==> config.mk <==
export PLATFORM = sky130hd
export DESIGN_NAME = assembly_source_tokenizer_top_flat
export DESIGN_NICKNAME = d
export VERILOG_FILES = /design/src/sv/ast_pkg.sv /design/src/sv/ast_req_if.sv /design/src/sv/ast_rsp_if.sv /design/src/sv/assembly_source_tokenizer_top.sv /design/src/flat_wrapper.sv
export SDC_FILE = /design/constraint.sdc
export NUM_CORES = 1
export LEC_CHECK = 0
export BUFFER_PORTS_ARGS = -buffer_cell sky130_fd_sc_hd__buf_2
export CORE_ASPECT_RATIO = 1.75
export CORE_UTILIZATION = 45
export CTS_BUF_LIST = sky130_fd_sc_hd__clkbuf_4 sky130_fd_sc_hd__clkbuf_8
export CTS_CLUSTER_SIZE = 14
export DETAILED_ROUTE_END_ITERATION = 10
export GPL_ROUTABILITY_DRIVEN = 0
export PLACE_DENSITY = 0.61
export SYNTH_ARGS = -nofsm -noshare
export SYNTH_HDL_FRONTEND = slang
export SYNTH_SLANG_ARGS = --single-unit
==> constraint.sdc <==
create_clock -name clock -period 5.99 [get_ports clock]
set_clock_uncertainty 0.05 [all_clocks]
set_input_delay 0.2995 -clock clock [delete_from_list [all_inputs] [get_ports clock]]
set_output_delay 0.2995 -clock clock [all_outputs]
set_load 0.02 [all_outputs]
==> src/sv/ast_pkg.sv <==
// Shared constants and types for the assembly source tokenizer.
package ast_pkg;

   localparam int CODE_BITS        = 8;
   localparam int CHAR_OFFSET_BITS = 32;
   localparam int CHAR_WIDTH_BITS  = 3;
   localparam int KIND_BITS        = 4;

   typedef logic [KIND_BITS-1:0] kind_type;
   typedef logic [CODE_BITS-1:0] char_type;

   // token kinds as delivered
   localparam kind_type KIND_SPACE   = 4'd0;
   localparam kind_type KIND_LINE    = 4'd1;
   localparam kind_type KIND_IDENT   = 4'd2;
   localparam kind_type KIND_KEYWORD = 4'd3;
   localparam kind_type KIND_COMMENT = 4'd4;
   localparam kind_type KIND_LITERAL = 4'd5;
   localparam kind_type KIND_SYMBOL  = 4'd6;
   localparam kind_type KIND_EOF     = 4'd7;
   localparam kind_type KIND_UNKNOWN = 4'd8;
   // open-token codes: DEC, HEX and BIN while a literal is being scanned, NONE when no token is open
   localparam kind_type OPEN_DEC     = 4'd9;
   localparam kind_type OPEN_HEX     = 4'd10;
   localparam kind_type OPEN_BIN     = 4'd11;
   localparam kind_type OPEN_NONE    = 4'd15;

   // characters
   localparam char_type CH_TAB    = 8'h09;
   localparam char_type CH_LF     = 8'h0A;
   localparam char_type CH_CR     = 8'h0D;
   localparam char_type CH_SPACE  = 8'h20;
   localparam char_type CH_HASH   = 8'h23;
   localparam char_type CH_DOLLAR = 8'h24;
   localparam char_type CH_PCENT  = 8'h25;
   localparam char_type CH_LPAREN = 8'h28;
   localparam char_type CH_RPAREN = 8'h29;
   localparam char_type CH_STAR   = 8'h2A;
   localparam char_type CH_PLUS   = 8'h2B;
   localparam char_type CH_COMMA  = 8'h2C;
   localparam char_type CH_MINUS  = 8'h2D;
   localparam char_type CH_DOT    = 8'h2E;
   localparam char_type CH_ZERO   = 8'h30;
   localparam char_type CH_ONE    = 8'h31;
   localparam char_type CH_NINE   = 8'h39;
   localparam char_type CH_COLON  = 8'h3A;
   localparam char_type CH_SEMI   = 8'h3B;
   localparam char_type CH_UC_A   = 8'h41;
   localparam char_type CH_UC_F   = 8'h46;
   localparam char_type CH_UC_X   = 8'h58;
   localparam char_type CH_UC_Y   = 8'h59;
   localparam char_type CH_UC_Z   = 8'h5A;
   localparam char_type CH_UNDER  = 8'h5F;
   localparam char_type CH_LC_A   = 8'h61;
   localparam char_type CH_LC_F   = 8'h66;
   localparam char_type CH_LC_Z   = 8'h7A;

endpackage

==> src/sv/ast_req_if.sv <==
// Character channel: one source character per transaction.
interface ast_req_if;
   import ast_pkg::*;

   logic                        valid;
   logic                        ready;
   logic [CODE_BITS-1:0]        char_code;
   logic [CHAR_OFFSET_BITS-1:0] char_offset;
   logic [CHAR_WIDTH_BITS-1:0]  char_width;
   logic                        at_end;

   modport source (output valid, char_code, char_offset, char_width, at_end, input ready);
   modport sink   (input valid, char_code, char_offset, char_width, at_end, output ready);
endinterface

==> src/sv/ast_rsp_if.sv <==
// Token channel: one token per transaction.
interface ast_rsp_if #(
   parameter int OFFSET_BITS = 32,
   parameter int LENGTH_BITS = 16
);
   import ast_pkg::*;

   logic                   valid;
   logic                   ready;
   logic [KIND_BITS-1:0]   token_kind;
   logic [OFFSET_BITS-1:0] token_start;
   logic [LENGTH_BITS-1:0] token_length;
   logic                   space_before;
   logic                   line_start;
   logic                   trivia;
   logic                   last_of_run;

   modport source (output valid, token_kind, token_start, token_length, space_before,
                   line_start, trivia, last_of_run, input ready);
   modport sink   (input valid, token_kind, token_start, token_length, space_before,
                   line_start, trivia, last_of_run, output ready);
endinterface

==> src/sv/assembly_source_tokenizer_top.sv <==
// Assembly source tokenizer: characters in, tokens out.
//
// req_if carries one source character per transaction (code, byte offset,
// encoded width, end flag). rsp_if carries one token per transaction; a
// character closes zero, one or two tokens, last_of_run marks the final one.
// A transaction moves on a rising clock edge with valid and ready both high.
//
// A character taken on req_if is held in the input register and decoded from
// it; its tokens are written into a four-entry token queue once that queue has
// room for two, and the queue's head is offered on rsp_if from its registers.
// Throughput: one character per cycle. The input register moves on whenever
// the token queue has room for two tokens, so rsp_if sets the rate only when
// tokens pile up (characters that close two tokens, or a stalled receiver).
// When the receiver stalls, the queue fills and req_if.ready drops; nothing is
// lost or repeated. req_if.ready depends on registered state only.
//
// Reset (synchronous, active high) empties the input register and the queue,
// leaves no token open, and marks the next token as first on its line.
module assembly_source_tokenizer_top #(
   parameter int OFFSET_BITS = 32,
   parameter int LENGTH_BITS = 16
) (
   input  logic      clock,
   input  logic      reset,
   ast_req_if.sink   req_if,
   ast_rsp_if.source rsp_if
);
   import ast_pkg::*;

   localparam int FIFO_DEPTH = 4;
   localparam int PTR_BITS   = $clog2(FIFO_DEPTH);
   localparam int CNT_BITS   = PTR_BITS + 1;
   localparam int LEN_EXT    = LENGTH_BITS + 1;

   typedef struct packed {
      kind_type               kind;
      logic [OFFSET_BITS-1:0] start;
      logic [LENGTH_BITS-1:0] length;
      logic                   space_before;
      logic                   line_start;
      logic                   trivia;
      logic                   last_of_run;
   } tok_entry_type;

   // saturating length accumulate
   function automatic logic [LENGTH_BITS-1:0] sat_add(input logic [LENGTH_BITS-1:0] a,
                                                      input logic [CHAR_WIDTH_BITS-1:0] b);
      logic [LENGTH_BITS:0] s;
      s = {1'b0, a} + LEN_EXT'(b);
      return s[LENGTH_BITS] ? '1 : s[LENGTH_BITS-1:0];
   endfunction

   // ---------------- input register ----------------
   logic                        in_valid_ff, in_valid_in;
   logic [CODE_BITS-1:0]        in_code_ff;
   logic [CHAR_OFFSET_BITS-1:0] in_offset_ff;
   logic [CHAR_WIDTH_BITS-1:0]  in_width_ff;
   logic                        in_end_ff;

   // ---------------- lexer state ----------------
   kind_type               open_kind_ff, open_kind_in;
   logic                   cr_prefix_ff, cr_prefix_in;
   logic [OFFSET_BITS-1:0] open_start_ff, open_start_in;
   logic [LENGTH_BITS-1:0] open_length_ff, open_length_in;
   logic                   keyword_ff, keyword_in;
   logic                   after_space_ff, after_space_in;
   logic                   after_line_ff, after_line_in;

   // ---------------- token queue ----------------
   tok_entry_type         tok_mem_ff [FIFO_DEPTH];
   logic [PTR_BITS-1:0]   wr_ptr_ff, wr_ptr_in, wr_ptr_nx;
   logic [PTR_BITS-1:0]   rd_ptr_ff, rd_ptr_in;
   logic [CNT_BITS-1:0]   count_ff, count_in;
   logic [CNT_BITS-1:0]   n_wr;

   logic room, adv, take, pop;

   assign room = (count_ff <= CNT_BITS'(FIFO_DEPTH - 2));
   assign adv  = in_valid_ff && room;
   assign req_if.ready = !in_valid_ff || room;
   assign take = req_if.valid && req_if.ready;
   assign pop  = rsp_if.valid && rsp_if.ready;

   always_comb begin
      if (take) begin
         in_valid_in = 1'b1;
      end else if (adv) begin
         in_valid_in = 1'b0;
      end else begin
         in_valid_in = in_valid_ff;
      end
   end

   // ---------------- character classes ----------------
   char_type c;
   logic is_blank, is_digit, is_alpha, is_xdigit, is_sym_char, is_cr, is_lf;
   logic is_nzdigit, is_bin, is_xy;

   assign c = in_code_ff;

   always_comb begin
      is_blank    = c inside {CH_SPACE, CH_TAB};
      is_digit    = c inside {[CH_ZERO:CH_NINE]};
      is_nzdigit  = c inside {[CH_ONE:CH_NINE]};
      is_bin      = c inside {CH_ZERO, CH_ONE};
      is_alpha    = c inside {[CH_LC_A:CH_LC_Z], [CH_UC_A:CH_UC_Z]};
      is_xdigit   = c inside {[CH_ZERO:CH_NINE], [CH_LC_A:CH_LC_F], [CH_UC_A:CH_UC_F]};
      is_sym_char = c inside {CH_DOT, CH_COLON, CH_LPAREN, CH_RPAREN, CH_COMMA,
                              CH_PLUS, CH_MINUS, CH_HASH, CH_STAR};
      is_xy       = c inside {CH_UC_X, CH_UC_Y};
      is_cr       = (c == CH_CR);
      is_lf       = (c == CH_LF);
   end

   // does the character extend the open token
   logic cont;
   always_comb begin
      case (open_kind_ff)
         KIND_SPACE:   cont = is_blank;
         KIND_IDENT:   cont = is_alpha || is_digit || (c == CH_UNDER);
         KIND_COMMENT: cont = !is_cr && !is_lf;
         OPEN_DEC:     cont = is_digit;
         OPEN_HEX:     cont = is_xdigit;
         OPEN_BIN:     cont = is_bin;
         KIND_UNKNOWN: cont = !is_blank && !is_lf;
         default:      cont = 1'b0;
      endcase
   end

   // kind reported when the open token closes
   kind_type close_kind;
   always_comb begin
      case (open_kind_ff)
         OPEN_DEC, OPEN_HEX, OPEN_BIN: close_kind = KIND_LITERAL;
         KIND_IDENT:                   close_kind = keyword_ff ? KIND_KEYWORD : KIND_IDENT;
         default:                      close_kind = open_kind_ff;
      endcase
   end

   // ---------------- token decode ----------------
   tok_entry_type          t0, t1;
   logic                   t0_valid, t1_valid;
   logic                   open_active, keep_cr;
   logic                   sb1, ls1;
   logic [OFFSET_BITS-1:0] new_start;
   logic [LENGTH_BITS-1:0] new_len;

   assign open_active = (open_kind_ff != OPEN_NONE);

   always_comb begin
      open_kind_in   = open_kind_ff;
      cr_prefix_in   = cr_prefix_ff;
      open_start_in  = open_start_ff;
      open_length_in = open_length_ff;
      keyword_in     = keyword_ff;
      after_space_in = after_space_ff;
      after_line_in  = after_line_ff;
      t0_valid       = 1'b0;
      t1_valid       = 1'b0;
      keep_cr        = cr_prefix_ff && !is_blank;
      sb1            = open_active ? (close_kind == KIND_SPACE) : after_space_ff;
      ls1            = open_active ? 1'b0 : after_line_ff;
      new_start      = keep_cr ? open_start_ff : OFFSET_BITS'(in_offset_ff);
      new_len        = sat_add(keep_cr ? open_length_ff : '0, in_width_ff);

      // closing token of the open run
      t0.kind         = close_kind;
      t0.start        = open_start_ff;
      t0.length       = open_length_ff;
      t0.space_before = after_space_ff;
      t0.line_start   = after_line_ff;
      t0.trivia       = (close_kind == KIND_SPACE) || (close_kind == KIND_COMMENT);
      t0.last_of_run  = 1'b0;

      t1.kind         = KIND_EOF;
      t1.start        = '0;
      t1.length       = '0;
      t1.space_before = 1'b0;
      t1.line_start   = 1'b0;
      t1.trivia       = 1'b0;
      t1.last_of_run  = 1'b1;

      if (in_end_ff) begin
         // flush open token, drop a pending CR, then end of file
         t0_valid       = open_active;
         t1_valid       = 1'b1;
         open_kind_in   = OPEN_NONE;
         cr_prefix_in   = 1'b0;
         keyword_in     = 1'b0;
         after_space_in = 1'b0;
         after_line_in  = 1'b0;
      end else if (open_active && cont) begin
         open_length_in = sat_add(open_length_ff, in_width_ff);
         keyword_in     = 1'b0;
      end else begin
         t0_valid       = open_active;
         open_start_in  = new_start;
         open_length_in = new_len;
         open_kind_in   = OPEN_NONE;
         cr_prefix_in   = 1'b0;
         keyword_in     = 1'b0;
         after_space_in = sb1;
         after_line_in  = ls1;
         t1.space_before = sb1;
         t1.line_start   = ls1;
         if (cr_prefix_ff && is_blank) begin
            // lone CR before a blank stands as an unknown token
            t1_valid       = 1'b1;
            t1.kind        = KIND_UNKNOWN;
            t1.start       = open_start_ff;
            t1.length      = open_length_ff;
            after_space_in = 1'b0;
            after_line_in  = 1'b0;
         end
         if (is_blank) begin
            open_kind_in = KIND_SPACE;
         end else if (!cr_prefix_ff && is_cr) begin
            cr_prefix_in = 1'b1;
         end else if (is_lf) begin
            t1_valid       = 1'b1;
            t1.kind        = KIND_LINE;
            t1.start       = new_start;
            t1.length      = new_len;
            after_space_in = 1'b0;
            after_line_in  = 1'b1;
         end else if (is_alpha || (c == CH_UNDER)) begin
            open_kind_in = KIND_IDENT;
            keyword_in   = !cr_prefix_ff && is_xy;
         end else if (c == CH_SEMI) begin
            open_kind_in = KIND_COMMENT;
         end else if (is_nzdigit) begin
            open_kind_in = OPEN_DEC;
         end else if (c == CH_DOLLAR) begin
            open_kind_in = OPEN_HEX;
         end else if (c == CH_PCENT) begin
            open_kind_in = OPEN_BIN;
         end else if (is_sym_char) begin
            t1_valid       = 1'b1;
            t1.kind        = KIND_SYMBOL;
            t1.start       = new_start;
            t1.length      = new_len;
            after_space_in = 1'b0;
            after_line_in  = 1'b0;
         end else begin
            open_kind_in = KIND_UNKNOWN;
         end
      end

      t0.last_of_run = !t1_valid;
   end

   // ---------------- queue bookkeeping ----------------
   tok_entry_type first_tok;

   assign first_tok = t0_valid ? t0 : t1;
   assign n_wr      = adv ? (CNT_BITS'(t0_valid) + CNT_BITS'(t1_valid)) : '0;
   assign wr_ptr_nx = wr_ptr_ff + PTR_BITS'(1);
   assign wr_ptr_in = wr_ptr_ff + n_wr[PTR_BITS-1:0];
   assign rd_ptr_in = rd_ptr_ff + PTR_BITS'(pop);
   assign count_in  = count_ff + n_wr - CNT_BITS'(pop);

   always_ff @(posedge clock) begin
      if (reset) begin
         in_valid_ff    <= 1'b0;
         wr_ptr_ff      <= '0;
         rd_ptr_ff      <= '0;
         count_ff       <= '0;
         open_kind_ff   <= OPEN_NONE;
         cr_prefix_ff   <= 1'b0;
         open_start_ff  <= '0;
         open_length_ff <= '0;
         keyword_ff     <= 1'b0;
         after_space_ff <= 1'b0;
         after_line_ff  <= 1'b1;
      end else begin
         in_valid_ff <= in_valid_in;
         wr_ptr_ff   <= wr_ptr_in;
         rd_ptr_ff   <= rd_ptr_in;
         count_ff    <= count_in;
         if (adv) begin
            open_kind_ff   <= open_kind_in;
            cr_prefix_ff   <= cr_prefix_in;
            open_start_ff  <= open_start_in;
            open_length_ff <= open_length_in;
            keyword_ff     <= keyword_in;
            after_space_ff <= after_space_in;
            after_line_ff  <= after_line_in;
         end
      end
   end

   // payload registers, no reset
   always_ff @(posedge clock) begin
      if (take) begin
         in_code_ff   <= req_if.char_code;
         in_offset_ff <= req_if.char_offset;
         in_width_ff  <= req_if.char_width;
         in_end_ff    <= req_if.at_end;
      end
      if (adv && (t0_valid || t1_valid)) begin
         tok_mem_ff[wr_ptr_ff] <= first_tok;
      end
      if (adv && t0_valid && t1_valid) begin
         tok_mem_ff[wr_ptr_nx] <= t1;
      end
   end

   // ---------------- token output ----------------
   tok_entry_type head;

   assign head                = tok_mem_ff[rd_ptr_ff];
   assign rsp_if.valid        = (count_ff != '0);
   assign rsp_if.token_kind   = head.kind;
   assign rsp_if.token_start  = head.start;
   assign rsp_if.token_length = head.length;
   assign rsp_if.space_before = head.space_before;
   assign rsp_if.line_start   = head.line_start;
   assign rsp_if.trivia       = head.trivia;
   assign rsp_if.last_of_run  = head.last_of_run;

endmodule

==> src/flat_wrapper.sv <==
// flat-port wrapper written by rule: the top's interface ports become plain ports
module assembly_source_tokenizer_top_flat import ast_pkg::*;
#(
   parameter int OFFSET_BITS = 32,
   parameter int LENGTH_BITS = 16
)
  (clock, reset, req_if_valid, req_if_char_code, req_if_char_offset, req_if_char_width, req_if_at_end, req_if_ready, rsp_if_valid, rsp_if_token_kind, rsp_if_token_start, rsp_if_token_length, rsp_if_space_before, rsp_if_line_start, rsp_if_trivia, rsp_if_last_of_run, rsp_if_ready);
  ast_req_if req_if_i ();
  ast_rsp_if #(.OFFSET_BITS(OFFSET_BITS), .LENGTH_BITS(LENGTH_BITS)) rsp_if_i ();
  input  logic clock;
  input  logic reset;
  input wire logic [$bits(req_if_i.valid)-1:0] req_if_valid;
  input wire logic [$bits(req_if_i.char_code)-1:0] req_if_char_code;
  input wire logic [$bits(req_if_i.char_offset)-1:0] req_if_char_offset;
  input wire logic [$bits(req_if_i.char_width)-1:0] req_if_char_width;
  input wire logic [$bits(req_if_i.at_end)-1:0] req_if_at_end;
  output wire logic [$bits(req_if_i.ready)-1:0] req_if_ready;
  output wire logic [$bits(rsp_if_i.valid)-1:0] rsp_if_valid;
  output wire logic [$bits(rsp_if_i.token_kind)-1:0] rsp_if_token_kind;
  output wire logic [$bits(rsp_if_i.token_start)-1:0] rsp_if_token_start;
  output wire logic [$bits(rsp_if_i.token_length)-1:0] rsp_if_token_length;
  output wire logic [$bits(rsp_if_i.space_before)-1:0] rsp_if_space_before;
  output wire logic [$bits(rsp_if_i.line_start)-1:0] rsp_if_line_start;
  output wire logic [$bits(rsp_if_i.trivia)-1:0] rsp_if_trivia;
  output wire logic [$bits(rsp_if_i.last_of_run)-1:0] rsp_if_last_of_run;
  input wire logic [$bits(rsp_if_i.ready)-1:0] rsp_if_ready;
  assign req_if_i.valid = req_if_valid;
  assign req_if_i.char_code = req_if_char_code;
  assign req_if_i.char_offset = req_if_char_offset;
  assign req_if_i.char_width = req_if_char_width;
  assign req_if_i.at_end = req_if_at_end;
  assign req_if_ready = req_if_i.ready;
  assign rsp_if_valid = rsp_if_i.valid;
  assign rsp_if_token_kind = rsp_if_i.token_kind;
  assign rsp_if_token_start = rsp_if_i.token_start;
  assign rsp_if_token_length = rsp_if_i.token_length;
  assign rsp_if_space_before = rsp_if_i.space_before;
  assign rsp_if_line_start = rsp_if_i.line_start;
  assign rsp_if_trivia = rsp_if_i.trivia;
  assign rsp_if_last_of_run = rsp_if_i.last_of_run;
  assign rsp_if_i.ready = rsp_if_ready;
  assembly_source_tokenizer_top #(.OFFSET_BITS(OFFSET_BITS), .LENGTH_BITS(LENGTH_BITS)) u_core (.clock(clock), .reset(reset), .req_if(req_if_i), .rsp_if(rsp_if_i));
endmodule
Word level (Yosys, flattened, before mapping). Memories as Yosys holds them, arrays and structs flattened. A register that Yosys moved wholly into a read port is not among the register bits. Cells that the tools add are included.

Word-level logic and storage cells: 201. RAM bits: 224. Memories: 1. Register bits: 108.

Memory list: u_core.tok_mem_ff (depth 4, width 56, read ports 1, clocked after Yosys merged registers in 1, wr ports 2, RTL line assembly_source_tokenizer_top.sv:70) `tok_entry_type tok_mem_ff [FIFO_DEPTH];`.

Reduce and logical (&&, ||, !) cells: 45. Eq/ne operators: 30. Multiplexer cells: 90. Add/sub/neg operators: 8. Magnitude comparators: 10. Bitwise operators: 2.

Operators with widths (count): $mux 52 (10); $eq 8x6->1 const B (15); $mux 54 (2); $mux 16 (4); $mux 1 (57); $mux 56 (1); $mux 4 (10); $add 16x3->17 (2); $le 8x7->1 const B (4); $mux 32 (1); $eq 8x4->1 const B (3); $eq 8x7->1 const B (3); $logic_and 1x1->1 (19); $eq 4x4->1 const B (4); $ge 8x6->1 const B (2); $ge 8x7->1 const B (2); $reduce_bool 2->1 (5); $reduce_bool 9->1 (1); $eq 4x3->1 const B (2); $le 8x6->1 const B (1); $logic_not 4->1 (2); $pmux 4 s2 (1); $pmux 1 s7 (1); $logic_not 1->1 (6); 18 further kinds (27).

Depth between registers and ports, before layout.
Depth after elaboration: 19. Depth in mapped cells: 19.

Worst setup path after synthesis. Ideal clock, no wire load.

Path type: flip-flop to flip-flop. From: register u_core.in_code_ff[6], in the netlist u_core.c[6]. To: memory u_core.tok_mem_ff[2][10] (netlist bit), enable pin. Path buffers: 5. Slack: 1.090 ns. Data required time: 5.532 ns. Stages on the path, launching flop included: 16. Arrival time: 4.442 ns. Cell sequence: edfxtp_1 -> or3_1 -> buf_6 -> a2111oi_2 -> o2bb2ai_4 -> nor2_4 -> and2_1 -> buf_2 -> o21ai_4 -> buf_4 -> buf_6 -> ha_1 -> buf_1 -> nor3_1 -> nor2_4 -> inv_1.

RTL lines: start: declaration (RTL line assembly_source_tokenizer_top.sv:55) `logic [CODE_BITS-1:0] in_code_ff;`; start signal: assignment (RTL line assembly_source_tokenizer_top.sv:295) `in_code_ff <= req_if.char_code;`; end: declaration (RTL line assembly_source_tokenizer_top.sv:70).

==> summary.txt <==
FINISH
----------------------------------------------------------------------------------------------------
NumNets Final                                                                                   1552
Synth-to-Final Area Change                                                                     14.9%
Share of cells above drive strength 1                                                          22.1%
Finished layout cell area                                                                 19100 um^2
Final cell count without fillers                                                                2002

CLOCK TREE
----------------------------------------------------------------------------------------------------
Clock-pin slew reported for the worst setup and hold paths after clock tree synthesis          60 ps
Clock tree from TritonCTS                                                                        yes
Number of gates resized after cts                                                                  0
Maximum level of the CTS H-tree                                                                    2
Max Buffers Root-to-Sink                                                                           3
Clock buffers created by TritonCTS                                                                51
Number of clock sinks                                                                            332
Clk root buf                                                                            sky130_fd_sc_hd__clkbuf_8
Worst-skew pair later-pin latency                                                             620 ps
Post-CTS Setup Repair Bufs                                                                         0

MIN PATH
----------------------------------------------------------------------------------------------------
Hold_sp                                                                                 rsp_if_ready
Worst hold path class                                                                         in2reg

DIE
----------------------------------------------------------------------------------------------------
Die area                                                                                  37800 um^2
Die Span Y                                                                                    256 um
Initial Utilization                                                                            45.9%
Number of top-level pins                                                                         106
Std-Cell Rows                                                                                     92
Chip Width                                                                                    147 um
Area of the core                                                                          36300 um^2

CRITICAL PATH
----------------------------------------------------------------------------------------------------
Kind of capture point of the worst setup path                                               register
R2R setup slack                                                                              1160 ps
Critical path peak fanout                                                                         25
Critical path's largest stage delay                                                           650 ps
Required time worst endpoint                                                                 6400 ps
Beginning of the worst register-to-register path                                         u_core.c[0]
Cell Chain, Critical Path                                                               or3b_1 > a2111oi_2 > o2bb2ai_4 > nor2_4 > and2_1 > o21ai_4 > ha_1 > nor2_1 > nand2_1 > a211oi_1 > a211oi_4 > nor2_4 > a22o_1
Most frequent cell on the critical path                                                 sky130_fd_sc_hd__nor2_4
Critical setup path kind                                                                     reg2reg
Kind of start point of the critical path                                                    register
Start point of the critical path                                                         u_core.c[0]
Cell with the biggest individual delay on the critical path                             sky130_fd_sc_hd__nor2_4
Arrival time of data at the critical path endpoint                                           5240 ps

DETAILED ROUTING
----------------------------------------------------------------------------------------------------
Routed wirelength normalized by instance count                                               24.1 um
Drt via density                                                                                 6.21
Final ANT Viol Nets                                                                                0
Final routed DRC violation total                                                                   0
Routed wire length                                                                          48300 um
First-pass detailed-route iteration total                                                          7
1st-iter DRT viols                                                                               895
Number of vias after detailed routing                                                          12400

STA
----------------------------------------------------------------------------------------------------
Pin slew with the least headroom to its limit                                                 958 ps
Part of the cycle the worst path needs                                                         80.6%
Post-layout min period                                                                       4830 ps
Fmax achieved                                                                                207 MHz
Setup TNS after final layout                                                                    0 ps
Count of final hold-check violations                                                               0
RSZ-0062 raised after global routing                                                              no
Number of endpoints failing setup at the final stage                                               0
Worst slew slack as a fraction of its limit                                                    36.1%
Number of slew-limit violations in the final report                                                0

SYNTHESIS
----------------------------------------------------------------------------------------------------
Register bit total from synthesis                                                                332
Post-Syn Nets                                                                                   1423
Syn_area_per_cell                                                                          12.2 um^2
Share of the synthesized area in the top cell type                                             46.9%
Top post-synthesis cells by area                                                        sky130_fd_sc_hd__edfxtp_1 47%, sky130_fd_sc_hd__dfxtp_1 8.7%, sky130_fd_sc_hd__a22o_1 8.4%, sky130_fd_sc_hd__mux4_2 7.6%, sky130_fd_sc_hd__nand2_1 3.1%
Number of distinct library cell variants in the gate-level netlist after synthesis                86
Yosys Warn Count                                                                                   0
Post-synthesis async set-or-reset flop share                                                      0%
Biggest area consumer among synthesized cells                                           sky130_fd_sc_hd__edfxtp_1
Number of synthesized flops with an enable pin                                                   260
Cell area after synthesis                                                                 16600 um^2
Fraction of the yosys area taken by sequential cells                                           55.6%
Gate count of the mapped netlist                                                                1359
Dominant register cell in the synthesized netlist                                       sky130_fd_sc_hd__edfxtp_1

GLOBAL ROUTE
----------------------------------------------------------------------------------------------------
Total routing resource utilization after global routing                                        25.5%
Wire length of the first global-routing pass                                                72700 um
Vias in the first global route                                                                 12700
Maximum number of pins on one net before global-route repair                                      65
Overflow left after global routing                                                                 0
Initial antenna violation count                                                                    1

PLACE
----------------------------------------------------------------------------------------------------
Dpl cells                                                                                       1860
Number of port buffers                                                                           105
Dpl cell area                                                                             17500 um^2
DPL Wire Length                                                                             31200 um

PWR
----------------------------------------------------------------------------------------------------
Max VDD drop                                                                                  162 uV
Internal Dissipation                                                                         4.37 mW
Fraction of power consumed by the clock network                                                32.1%
Leakage power total                                                                          6.54 nW
Switch Pwr                                                                                   1.98 mW
Switching Fraction                                                                             31.1%
Sequential fraction of design power                                                            45.5%
P per Cell Area                                                                          332 nW/um^2
Combinational Power Share                                                                      22.4%

RUN
----------------------------------------------------------------------------------------------------
Maximum capacitance violations                                                                     0

STATUS
----------------------------------------------------------------------------------------------------
Result of the run                                                                       finished clean

-- cells by family after synthesis --
| group | after synthesis | share of synthesized area (%) |
|---|---|---|
| simple gates | 354 | 10.4 |
| mux | 68 | 8.32 |
| xor+xnor | 17 | 0.895 |
| fa+ha+maj | 16 | 1.34 |
| compound gates | 440 | 19.7 |
| buf+inv | 132 | 3.73 |
| flops | 332 | 55.6 |
-- synthesized netlist by cell type (4+ instances only) --
cell,number
sky130_fd_sc_hd__o21ai_0,52
sky130_fd_sc_hd__o2bb2ai_1,13
sky130_fd_sc_hd__mux2i_1,10
sky130_fd_sc_hd__a32o_1,5
sky130_fd_sc_hd__nand2b_1,13
sky130_fd_sc_hd__nand3_1,29
sky130_fd_sc_hd__nor2b_1,10
sky130_fd_sc_hd__mux4_2,56
sky130_fd_sc_hd__o22ai_1,35
sky130_fd_sc_hd__a22o_1,160
sky130_fd_sc_hd__buf_1,9
sky130_fd_sc_hd__and3_1,9
sky130_fd_sc_hd__nand2_1,136
sky130_fd_sc_hd__a21o_1,8
sky130_fd_sc_hd__nor2_1,65
sky130_fd_sc_hd__or2_2,5
sky130_fd_sc_hd__edfxtp_1,260
sky130_fd_sc_hd__dfxtp_1,72
sky130_fd_sc_hd__nand4_1,5
sky130_fd_sc_hd__buf_6,11
sky130_fd_sc_hd__a22oi_1,10
sky130_fd_sc_hd__a211oi_1,7
sky130_fd_sc_hd__and2_1,9
sky130_fd_sc_hd__inv_1,17
sky130_fd_sc_hd__buf_2,25
sky130_fd_sc_hd__nor3_1,29
sky130_fd_sc_hd__a31oi_1,7
sky130_fd_sc_hd__ha_1,13
sky130_fd_sc_hd__clkbuf_1,66
sky130_fd_sc_hd__a211o_1,4
sky130_fd_sc_hd__or3_1,7
sky130_fd_sc_hd__a21oi_1,80
sky130_fd_sc_hd__xnor2_1,14
sky130_fd_sc_hd__o21ai_1,10
sky130_fd_sc_hd__nor4_1,10
-- metal layers --
metal	wire length, um	global-route usage (%)
met1	17100	26.9
met2	26100	48.0
met3	2610	3.19
met4	2540	14.4
met5	0	0
-- cell usage in the layout (no fill, tap or decap), drive strengths merged, types with 4 or more instances in the layout --
cell and n:
nand2b 13, mux4 56, buf 145, clkbuf 78
dlygate4sd3 45, nor3 31, and3 9, a211oi 9
a21o 8, o22ai 38, nand4 5, edfxtp 260
nor2 68, clkinv 13, o21ai 64, ha 13
nor4 12, o2bb2ai 14, and2 11, a22oi 10
or3 7, a21oi 81, a22o 160, or2 5
a211o 4, inv 19, dfxtp 72, nand3 29
a31oi 7, nand2 137, a32o 5, mux2i 10
xnor2 14, nor2b 10
-- cell type report --
| cell class | instances | area, um^2 |
|---|---|---|
| Tap cell | 470 | 588 |
| Antenna cell | 1 | 2.50 |
| Timing Repair Buffer | 190 | 1290 |
| Multi-Input combinational cell | 895 | 6790 |
| Inverter | 18 | 67.6 |
| Sequential cell | 332 | 9250 |
| Fill cell | 3163 | 17200 |
| Clock inverter | 18 | 149 |
| Clock buffer | 78 | 967 |
-- final timing paths --
kind              cells past startpoint                  endpoint
hold reg to reg                       2         u_core.keyword_ff
setup reg to reg                     13  u_core.tok_mem_ff[2][24]
setup / recovery                     13  u_core.tok_mem_ff[2][24]
hold / removal                        4       u_core.rd_ptr_ff[0]
-- per-stage QoR --
stage	power, mW	hold WS [ps]	setup WS [ps]	util (%)
2_1_floorplan	3.86	348	1090	-
3_3_place_gp	4.33	393	1360	48.4
3_5_place_dp	4.35	394	1230	48.4
4_1_cts	6.40	94.6	1170	52.7
5_1_grt	6.60	133	935	52.7
6_report	6.35	130	1160	52.7
-- sequential cells by signal (all words and copies together), names as in the netlist --
| name | cells |
|---|---|
| u_core.c | 8 |
| u_core.open_kind_ff | 4 |
| u_core.in_valid_ff | 1 |
| u_core.after_line_ff | 1 |
| u_core.tok_mem_ff | 224 |
| u_core.keyword_ff | 1 |
| u_core.open_length_ff | 16 |
| u_core.in_width_ff | 3 |
| u_core.open_start_ff | 32 |
| u_core.wr_ptr_ff | 2 |
| u_core.after_space_ff | 1 |
| u_core.in_end_ff | 1 |
| u_core.in_offset_ff | 32 |
| u_core.rd_ptr_ff | 2 |
| u_core.count_ff | 3 |
| u_core.cr_prefix_ff | 1 |
-- power groups by stage --
| stage | clock [mW] | sequential [mW] | combinational [mW] |
|---|---|---|---|
| after floorplan | 0 | 2.79 | 1.07 |
| after global placement | 0 | 2.92 | 1.41 |
| after detailed placement | 0 | 2.94 | 1.41 |
| after CTS | 2.08 | 2.89 | 1.44 |
| after global routing | 2.17 | 2.91 | 1.52 |
| final | 2.04 | 2.89 | 1.42 |
-- what timing repair did --
action,in CTS,in global routing
setup endpoints to repair,0,0
hold buffers,45,0
hold endpoints to repair,45,0
-- worst max-delay path: cells and delay by family, from the launching register on --
| family | cells | cell delay, ps |
|---|---|---|
| DFF | 1 | 580 |
| adders and majority gates | 1 | 280 |
| AOI/OAI and AO/OA | 6 | 1580 |
| and+or+nand+nor | 6 | 2160 |
(Power assumes the default switching activity.)
